[src/hdl/sha256c_pkg.sv]
// ============================================================================
// SHA-256 compression package
// Shared types, round constants and the SHA-256 bit functions.
// ============================================================================
package sha256c_pkg;

    localparam int unsigned WORD_W      = 32;
    localparam int unsigned CHAIN_WORDS = 8;
    localparam int unsigned SCHED_WORDS = 16;
    localparam int unsigned ROUNDS      = 64;
    localparam int unsigned BLOCK_WORDS = CHAIN_WORDS + SCHED_WORDS;

    typedef logic [WORD_W-1:0] word_t;

    typedef enum logic [1:0] {
        ST_LOAD,
        ST_ROUND,
        ST_FINAL,
        ST_EMIT
    } state_t;

    // schedule control from the sequencer
    typedef struct packed {
        logic load;
        logic step;
    } sched_ctrl_t;

    localparam word_t ROUND_K [ROUNDS] = '{
        32'h428A2F98, 32'h71374491, 32'hB5C0FBCF, 32'hE9B5DBA5,
        32'h3956C25B, 32'h59F111F1, 32'h923F82A4, 32'hAB1C5ED5,
        32'hD807AA98, 32'h12835B01, 32'h243185BE, 32'h550C7DC3,
        32'h72BE5D74, 32'h80DEB1FE, 32'h9BDC06A7, 32'hC19BF174,
        32'hE49B69C1, 32'hEFBE4786, 32'h0FC19DC6, 32'h240CA1CC,
        32'h2DE92C6F, 32'h4A7484AA, 32'h5CB0A9DC, 32'h76F988DA,
        32'h983E5152, 32'hA831C66D, 32'hB00327C8, 32'hBF597FC7,
        32'hC6E00BF3, 32'hD5A79147, 32'h06CA6351, 32'h14292967,
        32'h27B70A85, 32'h2E1B2138, 32'h4D2C6DFC, 32'h53380D13,
        32'h650A7354, 32'h766A0ABB, 32'h81C2C92E, 32'h92722C85,
        32'hA2BFE8A1, 32'hA81A664B, 32'hC24B8B70, 32'hC76C51A3,
        32'hD192E819, 32'hD6990624, 32'hF40E3585, 32'h106AA070,
        32'h19A4C116, 32'h1E376C08, 32'h2748774C, 32'h34B0BCB5,
        32'h391C0CB3, 32'h4ED8AA4A, 32'h5B9CCA4F, 32'h682E6FF3,
        32'h748F82EE, 32'h78A5636F, 32'h84C87814, 32'h8CC70208,
        32'h90BEFFFA, 32'hA4506CEB, 32'hBEF9A3F7, 32'hC67178F2
    };

    function automatic word_t rotr(input word_t x, input int unsigned n);
        return (x >> n) | (x << (WORD_W - n));
    endfunction

    function automatic word_t big_sigma0(input word_t x);
        return rotr(x, 2) ^ rotr(x, 13) ^ rotr(x, 22);
    endfunction

    function automatic word_t big_sigma1(input word_t x);
        return rotr(x, 6) ^ rotr(x, 11) ^ rotr(x, 25);
    endfunction

    function automatic word_t small_sigma0(input word_t x);
        return rotr(x, 7) ^ rotr(x, 18) ^ (x >> 3);
    endfunction

    function automatic word_t small_sigma1(input word_t x);
        return rotr(x, 17) ^ rotr(x, 19) ^ (x >> 10);
    endfunction

    function automatic word_t byte_rev(input word_t x);
        return {x[7:0], x[15:8], x[23:16], x[31:24]};
    endfunction

endpackage

[src/hdl/sha256c_sched.sv]
// ============================================================================
// SHA-256 message schedule
// Sixteen-word sliding window: loads byte-reversed message words, then
// produces one schedule word per round at the head of the window.
// ============================================================================
module sha256c_sched
    import sha256c_pkg::*;
(
    input  logic        clk,
    input  logic        rst_n,
    input  sched_ctrl_t ctrl,
    input  word_t       load_word,
    output word_t       w_cur
);

    // win_reg[0] holds W[t] for the current round t
    word_t win_reg  [SCHED_WORDS];
    word_t win_next [SCHED_WORDS];
    word_t w_new;

    // W[t+16] = s1(W[t+14]) + W[t+9] + s0(W[t+1]) + W[t]
    assign w_new = small_sigma1(win_reg[14]) + win_reg[9]
                 + small_sigma0(win_reg[1]) + win_reg[0];

    always_comb
    begin
        for (int i = 0; i < SCHED_WORDS - 1; i++)
        begin
            win_next[i] = win_reg[i+1];
        end
        win_next[SCHED_WORDS-1] = ctrl.load ? byte_rev(load_word) : w_new;
    end

    // payload only, no reset
    always_ff @(posedge clk)
    begin
        if (ctrl.load || ctrl.step)
        begin
            for (int i = 0; i < SCHED_WORDS; i++)
            begin
                win_reg[i] <= win_next[i];
            end
        end
    end

    assign w_cur = win_reg[0];

    // window words are unknown until loaded, so compare with case equality
    a_no_load_and_step: assert property (@(posedge clk) disable iff (!rst_n)
        !(ctrl.load && ctrl.step))
        else $error("schedule loaded and stepped in the same cycle");

    a_window_shift: assert property (@(posedge clk) disable iff (!rst_n)
        (ctrl.load || ctrl.step) |=> (win_reg[0] === $past(win_reg[1])))
        else $error("schedule window did not advance");

    a_hold_idle: assert property (@(posedge clk) disable iff (!rst_n)
        (!ctrl.load && !ctrl.step) |=> (win_reg[0] === $past(win_reg[0])))
        else $error("schedule head changed while idle");

endmodule

[src/hdl/sha256_compression.sv]
// ============================================================================
// SHA-256 compression
// One 512-bit block per 24 input words; emits the 8-word updated chain.
// ============================================================================
// Send 24 words per block on the s_ stream: the 8 chaining words a..h,
// then the 16 message words exactly as read from memory (the block
// byte-reverses each one into big-endian order). The block takes one word
// per cycle while loading, then drops s_tready and runs the 64 rounds, one
// round per cycle through a single round adder chain and the 16-word
// schedule window; the ST_FINAL state adds the input chain to the working
// variables. It then offers the 8 result words a..h on the m_ stream,
// word_index 0..7, with tlast on word h, and takes the next block only once
// word h has been taken. The new chain is not kept: supply the chaining
// words again with every block, the SHA-256 or SHA-224 initial value for
// the first one. Padding and length are up to the caller.
module sha256_compression
    import sha256c_pkg::*;
(
    input  logic        clk,
    input  logic        rst_n,
    input  logic        s_tvalid,
    output logic        s_tready,
    input  logic [31:0] s_tdata,    // [31:0] data_word
    output logic        m_tvalid,
    input  logic        m_tready,
    output logic [39:0] m_tdata,    // [31:0] digest_word, [34:32] word_index
    output logic        m_tlast     // last_word
);

    localparam int unsigned LCNT_W = $clog2(BLOCK_WORDS);
    localparam int unsigned RCNT_W = $clog2(ROUNDS);
    localparam int unsigned OCNT_W = $clog2(CHAIN_WORDS);
    localparam int unsigned PAD_W  = 40 - WORD_W - OCNT_W;

    state_t              state_reg, state_next;
    logic [LCNT_W-1:0]   load_cnt_reg, load_cnt_next;
    logic [RCNT_W-1:0]   rnd_cnt_reg, rnd_cnt_next;
    logic [OCNT_W-1:0]   out_cnt_reg, out_cnt_next;

    word_t chain_reg [CHAIN_WORDS];
    word_t chain_next[CHAIN_WORDS];
    word_t vars_reg  [CHAIN_WORDS];
    word_t vars_next [CHAIN_WORDS];

    sched_ctrl_t sched_ctrl;
    word_t       w_cur;
    word_t       t1, t2;

    logic in_fire, out_fire;
    logic load_last, round_last, out_last, load_chain;

    assign in_fire    = s_tvalid && s_tready;
    assign out_fire   = m_tvalid && m_tready;
    assign load_last  = (load_cnt_reg == LCNT_W'(BLOCK_WORDS - 1));
    assign load_chain = (load_cnt_reg < LCNT_W'(CHAIN_WORDS));
    assign round_last = (rnd_cnt_reg == RCNT_W'(ROUNDS - 1));
    assign out_last   = (out_cnt_reg == OCNT_W'(CHAIN_WORDS - 1));

    // ---------------------------------------------------------------- sequencer
    always_comb
    begin
        state_next = state_reg;
        unique case (state_reg)
            ST_LOAD:
            begin
                if (in_fire && load_last)
                begin
                    state_next = ST_ROUND;
                end
            end
            ST_ROUND:
            begin
                if (round_last)
                begin
                    state_next = ST_FINAL;
                end
            end
            ST_FINAL:
            begin
                state_next = ST_EMIT;
            end
            ST_EMIT:
            begin
                if (out_fire && out_last)
                begin
                    state_next = ST_LOAD;
                end
            end
            default:
            begin
                state_next = ST_LOAD;
            end
        endcase
    end

    always_comb
    begin
        s_tready        = 1'b0;
        m_tvalid        = 1'b0;
        sched_ctrl.load = 1'b0;
        sched_ctrl.step = 1'b0;
        unique case (state_reg)
            ST_LOAD:
            begin
                s_tready        = 1'b1;
                sched_ctrl.load = s_tvalid && !load_chain;
            end
            ST_ROUND:
            begin
                sched_ctrl.step = 1'b1;
            end
            ST_FINAL:
            begin
                s_tready = 1'b0;
            end
            ST_EMIT:
            begin
                m_tvalid = 1'b1;
            end
            default:
            begin
                s_tready = 1'b0;
            end
        endcase
    end

    // counters
    always_comb
    begin
        load_cnt_next = load_cnt_reg;
        rnd_cnt_next  = rnd_cnt_reg;
        out_cnt_next  = out_cnt_reg;
        if (in_fire)
        begin
            load_cnt_next = load_last ? '0 : load_cnt_reg + 1'b1;
        end
        if (state_reg == ST_ROUND)
        begin
            rnd_cnt_next = rnd_cnt_reg + 1'b1;
        end
        if (out_fire)
        begin
            out_cnt_next = out_cnt_reg + 1'b1;
        end
    end

    always_ff @(posedge clk or negedge rst_n)
    begin
        if (!rst_n)
        begin
            state_reg    <= ST_LOAD;
            load_cnt_reg <= '0;
            rnd_cnt_reg  <= '0;
            out_cnt_reg  <= '0;
        end
        else
        begin
            state_reg    <= state_next;
            load_cnt_reg <= load_cnt_next;
            rnd_cnt_reg  <= rnd_cnt_next;
            out_cnt_reg  <= out_cnt_next;
        end
    end

    // ---------------------------------------------------------------- schedule
    sha256c_sched u_sched (
        .clk       (clk),
        .rst_n     (rst_n),
        .ctrl      (sched_ctrl),
        .load_word (s_tdata),
        .w_cur     (w_cur)
    );

    // ---------------------------------------------------------------- round unit
    assign t1 = vars_reg[7] + big_sigma1(vars_reg[4])
              + ((vars_reg[4] & vars_reg[5]) ^ (~vars_reg[4] & vars_reg[6]))
              + ROUND_K[rnd_cnt_reg] + w_cur;
    assign t2 = big_sigma0(vars_reg[0])
              + ((vars_reg[0] & vars_reg[1]) ^ (vars_reg[0] & vars_reg[2])
                 ^ (vars_reg[1] & vars_reg[2]));

    always_comb
    begin
        for (int i = 0; i < CHAIN_WORDS; i++)
        begin
            chain_next[i] = chain_reg[i];
            vars_next[i]  = vars_reg[i];
        end
        priority if (in_fire && load_chain)
        begin
            // shift chaining words in from the top, word a ends at slot 0
            for (int i = 0; i < CHAIN_WORDS - 1; i++)
            begin
                chain_next[i] = chain_reg[i+1];
            end
            chain_next[CHAIN_WORDS-1] = s_tdata;
        end
        else if (in_fire && load_last)
        begin
            for (int i = 0; i < CHAIN_WORDS; i++)
            begin
                vars_next[i] = chain_reg[i];
            end
        end
        else if (state_reg == ST_ROUND)
        begin
            vars_next[0] = t1 + t2;
            for (int i = 1; i < CHAIN_WORDS; i++)
            begin
                vars_next[i] = vars_reg[i-1];
            end
            vars_next[4] = vars_reg[3] + t1;
        end
        else if (state_reg == ST_FINAL)
        begin
            // feed-forward add
            for (int i = 0; i < CHAIN_WORDS; i++)
            begin
                chain_next[i] = chain_reg[i] + vars_reg[i];
            end
        end
        else if (out_fire)
        begin
            // advance the result words toward slot 0
            for (int i = 0; i < CHAIN_WORDS - 1; i++)
            begin
                chain_next[i] = chain_reg[i+1];
            end
        end
        else
        begin
            // hold chain and working variables
        end
    end

    always_ff @(posedge clk)
    begin
        for (int i = 0; i < CHAIN_WORDS; i++)
        begin
            chain_reg[i] <= chain_next[i];
            vars_reg[i]  <= vars_next[i];
        end
    end

    // ---------------------------------------------------------------- output
    assign m_tdata = {{PAD_W{1'b0}}, out_cnt_reg, chain_reg[0]};
    assign m_tlast = m_tvalid && out_last;

    // ---------------------------------------------------------------- checks
    a_one_side: assert property (@(posedge clk) disable iff (!rst_n)
        !(s_tready && m_tvalid))
        else $error("input and output open at the same time");

    a_load_cnt_idle: assert property (@(posedge clk) disable iff (!rst_n)
        (state_reg != ST_LOAD) |-> (load_cnt_reg == '0))
        else $error("load count not cleared outside loading");

    a_rounds_done: assert property (@(posedge clk) disable iff (!rst_n)
        (state_reg == ST_FINAL) |-> (rnd_cnt_reg == '0) && $past(round_last))
        else $error("feed-forward without a full round sequence");

    a_emit_start: assert property (@(posedge clk) disable iff (!rst_n)
        $rose(m_tvalid) |-> (out_cnt_reg == '0))
        else $error("result burst does not start at word a");

    a_back_to_load: assert property (@(posedge clk) disable iff (!rst_n)
        (out_fire && m_tlast) |=> (s_tready && !m_tvalid))
        else $error("block did not return to loading after word h");

endmodule

[config.mk]
export PLATFORM = sky130hd
export DESIGN_NAME = sha256_compression
export DESIGN_NICKNAME = d
export VERILOG_FILES = /design/src/hdl/sha256c_pkg.sv /design/src/hdl/sha256c_sched.sv /design/src/hdl/sha256_compression.sv
export SDC_FILE = /design/constraint.sdc
export NUM_CORES = 2
export LEC_CHECK = 0
export BUFFER_PORTS_ARGS = -buffer_cell sky130_fd_sc_hd__buf_2
export CAP_MARGIN = 40
export CELL_PAD_IN_SITES_DETAIL_PLACEMENT = 1
export CELL_PAD_IN_SITES_GLOBAL_PLACEMENT = 1
export CORE_MARGIN = 1
export CORE_UTILIZATION = 56
export DETAILED_ROUTE_END_ITERATION = 10
export PLACE_DENSITY_LB_ADDON = 0.25
export SETUP_SLACK_MARGIN = 0.05
export SYNTH_ARGS = -nofsm -noshare
export SYNTH_HDL_FRONTEND = slang
export SYNTH_SLANG_ARGS = --single-unit
[constraint.sdc]
create_clock -name clk -period 45.5 [get_ports clk]
set_clock_uncertainty 0.05 [all_clocks]
set_input_delay 9.1 -clock clk [delete_from_list [all_inputs] [get_ports clk]]
set_output_delay 9.1 -clock clk [all_outputs]
set_load 0.02 [all_outputs]
# After elaboration in Yosys (flattened, before gate mapping)
# Memory sizes are Yosys's and may differ from the RTL's.
# Cells that the tools add are included.
# totals
regBits,16
latchBits,0
mem_bits_rw,1024
romBits,2048
in_bits,36
word_cells,102
memories,4
# mem_list
name,words,word_bits,read_ports,rd_ports_with_merged_regs,wr,line_no,text
(name not given),64,32,1,0,0,sha256_compression.sv:177,+ ROUND_K[rnd_cnt_reg] + w_cur;
u_sched.win_reg,16,32,16,0,16,sha256c_sched.sv:17,word_t win_reg [SCHED_WORDS];
chain_reg,8,32,8,0,8,sha256_compression.sv:40,word_t chain_reg [CHAIN_WORDS];
vars_reg,8,32,8,0,8,sha256_compression.sv:42,word_t vars_reg [CHAIN_WORDS];
# op_classes
add_sub_neg,21
n_mul,0
div_mod_pow,0
order_cmp,2
eq_ne,9
shifts,0
mux,23
bitwise,28
reduce_logical,11
# ops
cell,count
two-way mux 256 bit,6
adder 32 bit,18
two-way mux 224 bit,2
bitwise XOR 32 bit,9
bitwise AND 32 bit,5
two-way mux 32 bit,4
inverter 32 bit,1
OR 10 x 32 -> 32 bit,1
OR 13 x 32 -> 32 bit,1
OR 14 x 32 -> 32 bit,1
OR 15 x 32 -> 32 bit,1
OR 19 x 32 -> 32 bit,1
OR 21 x 32 -> 32 bit,1
OR 25 x 32 -> 32 bit,1
OR 26 x 32 -> 32 bit,1
OR 30 x 32 -> 32 bit,1
OR 7 x 32 -> 32 bit,1
bitwise XOR 32 x 22 -> 32 bit,1
bitwise XOR 32 x 29 -> 32 bit,1
one-hot mux 2 bit (4 select lines),1
"greater-or-equal comparator 7 bit, second input constant",1
logical AND 1 bit,7
inverter 6 -> 7 bit,1
"adder 6 x 1 -> 6 bit, second input constant",1
16 further kinds,26

# Depth between registers and ports, before layout
# An unclocked memory read counts as a cell.
# logic_depth
ltp_word,12
depth_mapped,42
mapped_depth_nobuf,41

# Hierarchy
# A second synthesis with hierarchy kept.
# unflattened
hier_cells,6406
hier_area_um2,66496.3
# by_module_without_submodules
mod,instances,cells_each,area_each_um2
sha256_compression,1,5311,46419.5
sha256c_sched,1,1095,20076.8

# Worst setup path before layout
# Ideal clock, no wire load.
# synth_path
path_type,in2reg
startpoint,in s_tvalid
endpoint,"mem chain_reg[0][0] (netlist bit), enable pin"
arrival_ns,25.808
required_time_ns,44.301
slack_ns,18.493
cell_stages,5
path_cell_list,nand2_1 -> nor2_1 -> clkbuf_1 -> nor2_1 -> a21boi_0
# synth_rtl
element,line_no,text
"start, declared",sha256_compression.sv:21,"input logic s_tvalid,"
"end, declared",sha256_compression.sv:40,

==> results.md <==
- Status: complete, no violations
- Ys async rst share: 1.54%
- Die X: 344 um
- CP endpoint kind: register
- Crit path largest cell delay: 0.75 ns
- Number of post-CTS setup repair buffers: 0
- Post-CTS resize count: 0
- Clk slew on worst S/H paths: 0.07 ns
- Worst hold slack: 0.358 ns
- Critical path class: input pin to register
- H-Tree Depth: 3
- Req. time, crit path: 45.93 ns
- Critical Path Stages: 10
- Worst Path Buf+Inv: 5
- Max FFs per register: 512
- Final Critical Period: 13.17 ns
- Worst path slowest cell: buf_4
- PD cells: 27.5 nW/um^2
- Worst path cell trace: buf_2 > and2_1 > nand2_1 > buf_4 > nand2_4 > buf_12 > buf_4 > buf_4 > o21ai_0 > a211o_1
- Share of cells above drive strength 1: 6.39%
- Die height: 344 um
- Post-synth EDFFs: 1,024
- Placed insts: 7,603
- Root Buffer: clkbuf_16
- Core ar.: 116,000 sq um
- Synth Area per Inst: 10.5 sq um
- R2R Setup Slk: 33.64 ns
- Final Hold Fails: 0
- Initial Util: 56.4%
- I/O Buffers: 73
- Yosys cell types: 82
- Setup ws final: 32.33 ns
- Commonest non-fill, non-tap cell in the layout: nand2_1
- Leak: 29.5 nW
- Final setup viols: 0
- Clk buf depth: 3
- Area Overhead vs Synth: 8.28%
- Setup TNS: 0 ns
- Placed cell area: 67,400 sq um
- Worst slew pin tran: 1.33 ns
- Worst setup endpoint: chain_reg[0][95]
- Syn Inst Count: 6,225
- Drt total wl: 219 mm
- RSZ-0062 raised after global routing: false
- R2r endpoint: vars_reg[0][31]
- Nets@finish: 6,822
- Critical path origin: s_tvalid
- Clock buffer count from CTS: 109
- Die area: 118,000 sq um
- Post-Synthesis Cell Area: 65,600 sq um
- First-pass GRT wire length: 325 mm
- CTS tree: done
- Remaining antenna violation count after routing: 0
- Crit share post-route: 29.0%
- Critical Path AT: 13.60 ns
- Site row count: 125
- Critical R2R Launch: rnd_cnt_reg[0]
- Vias in the first global route: 52.1k
- Post-CTS Hold Buffers: 0
- Seq/Total Area, Yosys: 47.5%
- DRC: 0
- PnR Total Power: 1.96 mW
- HPWL Detailed: 159 mm
- Fill count: 12.2k
- Vias/cell: 6.32
- Crit start category: input pin
- CP max FO: 228
- Final Non-Filler Cells: 7,804
- Max Clk Rate: 75.9 MHz
- Dpl ws: 31.76 ns
- First-iteration detailed-routing DRC count: 4,196
- Flip-flop and latch area: 31,200 sq um
- Length of the first detailed-routing pass in iterations: 5
- Yosys warnings: 0
- Cell family with most CP delay: buffers and inverters
- GRT Overall Usage: 37.0%
- Largest net degree at the start of global routing: 229
- Skew-Pair Late Insertion Delay: 0.77 ns
- Worst min path class: register to register
- Main synth FF type: edfxtp_1
- Wire per inst: 28.1 um
- Max cap viols: 0
- Most frequent cells in the layout: nand2_1, edfxtp_1, o21ai_0
- Initial antenna violation count: 2
- Rel. slew slack: 11.6%
- Clock Sinks: 1,040
- GRT overflow: 0
- Ports: 79
- RD Place Congestion: 0.970
- Reg2Reg Depth: 41
- Routed via count: 49.3k
- Final Cell Area: 71,000 sq um
- Multi-input combinational cell area: 32,100 sq um
- Most used cell, CP: buf_4
- Slew Limit Fails: 0
- Post-Route Utilization: 61.1%
- Yosys reg bits: 1,040
- VDD IR-drop max: 38.7 uV
report_power, final:
part           switching [mW]  internal (mW)  leakage, nW  total, mW
logic                 0.00495        0.00114         16.8    0.00610
registers                   0           1.04         11.0       1.04
clock network           0.413          0.501         1.72      0.915
total                   0.418           1.54         29.5       1.96
metal layers:
| metal | global-route usage [%] | share of wire (%) | vias to the layer above |
|---|---|---|---|
| met5 | 0 | 0 | - |
| met4 | 23.5 | 7.3 | 0 |
| met3 | 6.11 | 6.1 | 551 |
| met2 | 63.4 | 49 | 1792 |
| met1 | 43.2 | 38 | 24900 |
| li1 | - | - | 22100 |
area by class of cell:
class	count	share of cell area, %
Multi-Input combinational cell	4579	45.2
Sequential cell	1040	43.9
Clock buffer	135	4.01
Clock inverter	62	1.06
Timing Repair Buffer	144	1.50
Inverter	317	1.68
Antenna cell	3	0.0106
Tap cell	1524	2.69
cell usage after synthesis, types with 18 or more instances:
master | count | area (sq um)
a211oi_1 | 78 | 586
a21o_1 | 185 | 1390
a21oi_1 | 374 | 1870
a31oi_1 | 46 | 288
and3_1 | 30 | 188
buf_1 | 24 | 90.1
buf_4 | 37 | 278
clkbuf_1 | 231 | 867
edfxtp_1 | 1024 | 30700
fa_1 | 195 | 3900
ha_1 | 400 | 5000
inv_1 | 315 | 1180
mux2_2 | 29 | 327
mux2i_1 | 18 | 180
nand2_1 | 1102 | 4140
nand2b_1 | 61 | 382
nand3_1 | 91 | 455
nand4_1 | 22 | 138
nor2_1 | 250 | 938
nor2b_1 | 50 | 313
nor3_1 | 81 | 405
o211ai_1 | 34 | 255
o21a_1 | 58 | 435
o21ai_0 | 510 | 2550
o21bai_1 | 47 | 353
o31ai_1 | 55 | 413
or2_2 | 22 | 138
xnor2_1 | 370 | 3240
xor2_1 | 204 | 1790
worst min path at each step:
stage	from	to	slack, ns	cells past startpoint
after CTS	u_sched.win_reg[0][166]	u_sched.win_reg[0][134]	0.35	0
after global placement	u_sched.win_reg[1][156]	u_sched.win_reg[1][124]	0.35	0
after detailed placement	u_sched.win_reg[1][141]	u_sched.win_reg[1][109]	0.36	0
final	u_sched.win_reg[0][239]	u_sched.win_reg[0][207]	0.36	0
after global routing	u_sched.win_reg[0][166]	u_sched.win_reg[0][134]	0.36	0
after floorplan	u_sched.win_reg[0][132]	u_sched.win_reg[0][100]	0.35	0
kinds of logic (layout without fill, tap and decap cells):
group | count (synthesis) | in the layout | synth area share, %
buffers and inverters | 610 | 658 | 3.71
other | 1 | 8 | 0.00572
adder cells (fa/ha/maj) | 598 | 598 | 13.6
AO/OA/AOI/OAI | 1562 | 1562 | 14.8
multiplexers | 56 | 56 | 1.08
XOR/XNOR | 574 | 574 | 7.67
flip-flops | 1040 | 1040 | 47.5
AND/OR/NAND/NOR | 1784 | 1784 | 11.6
Power figures use the tool's default switching activity.
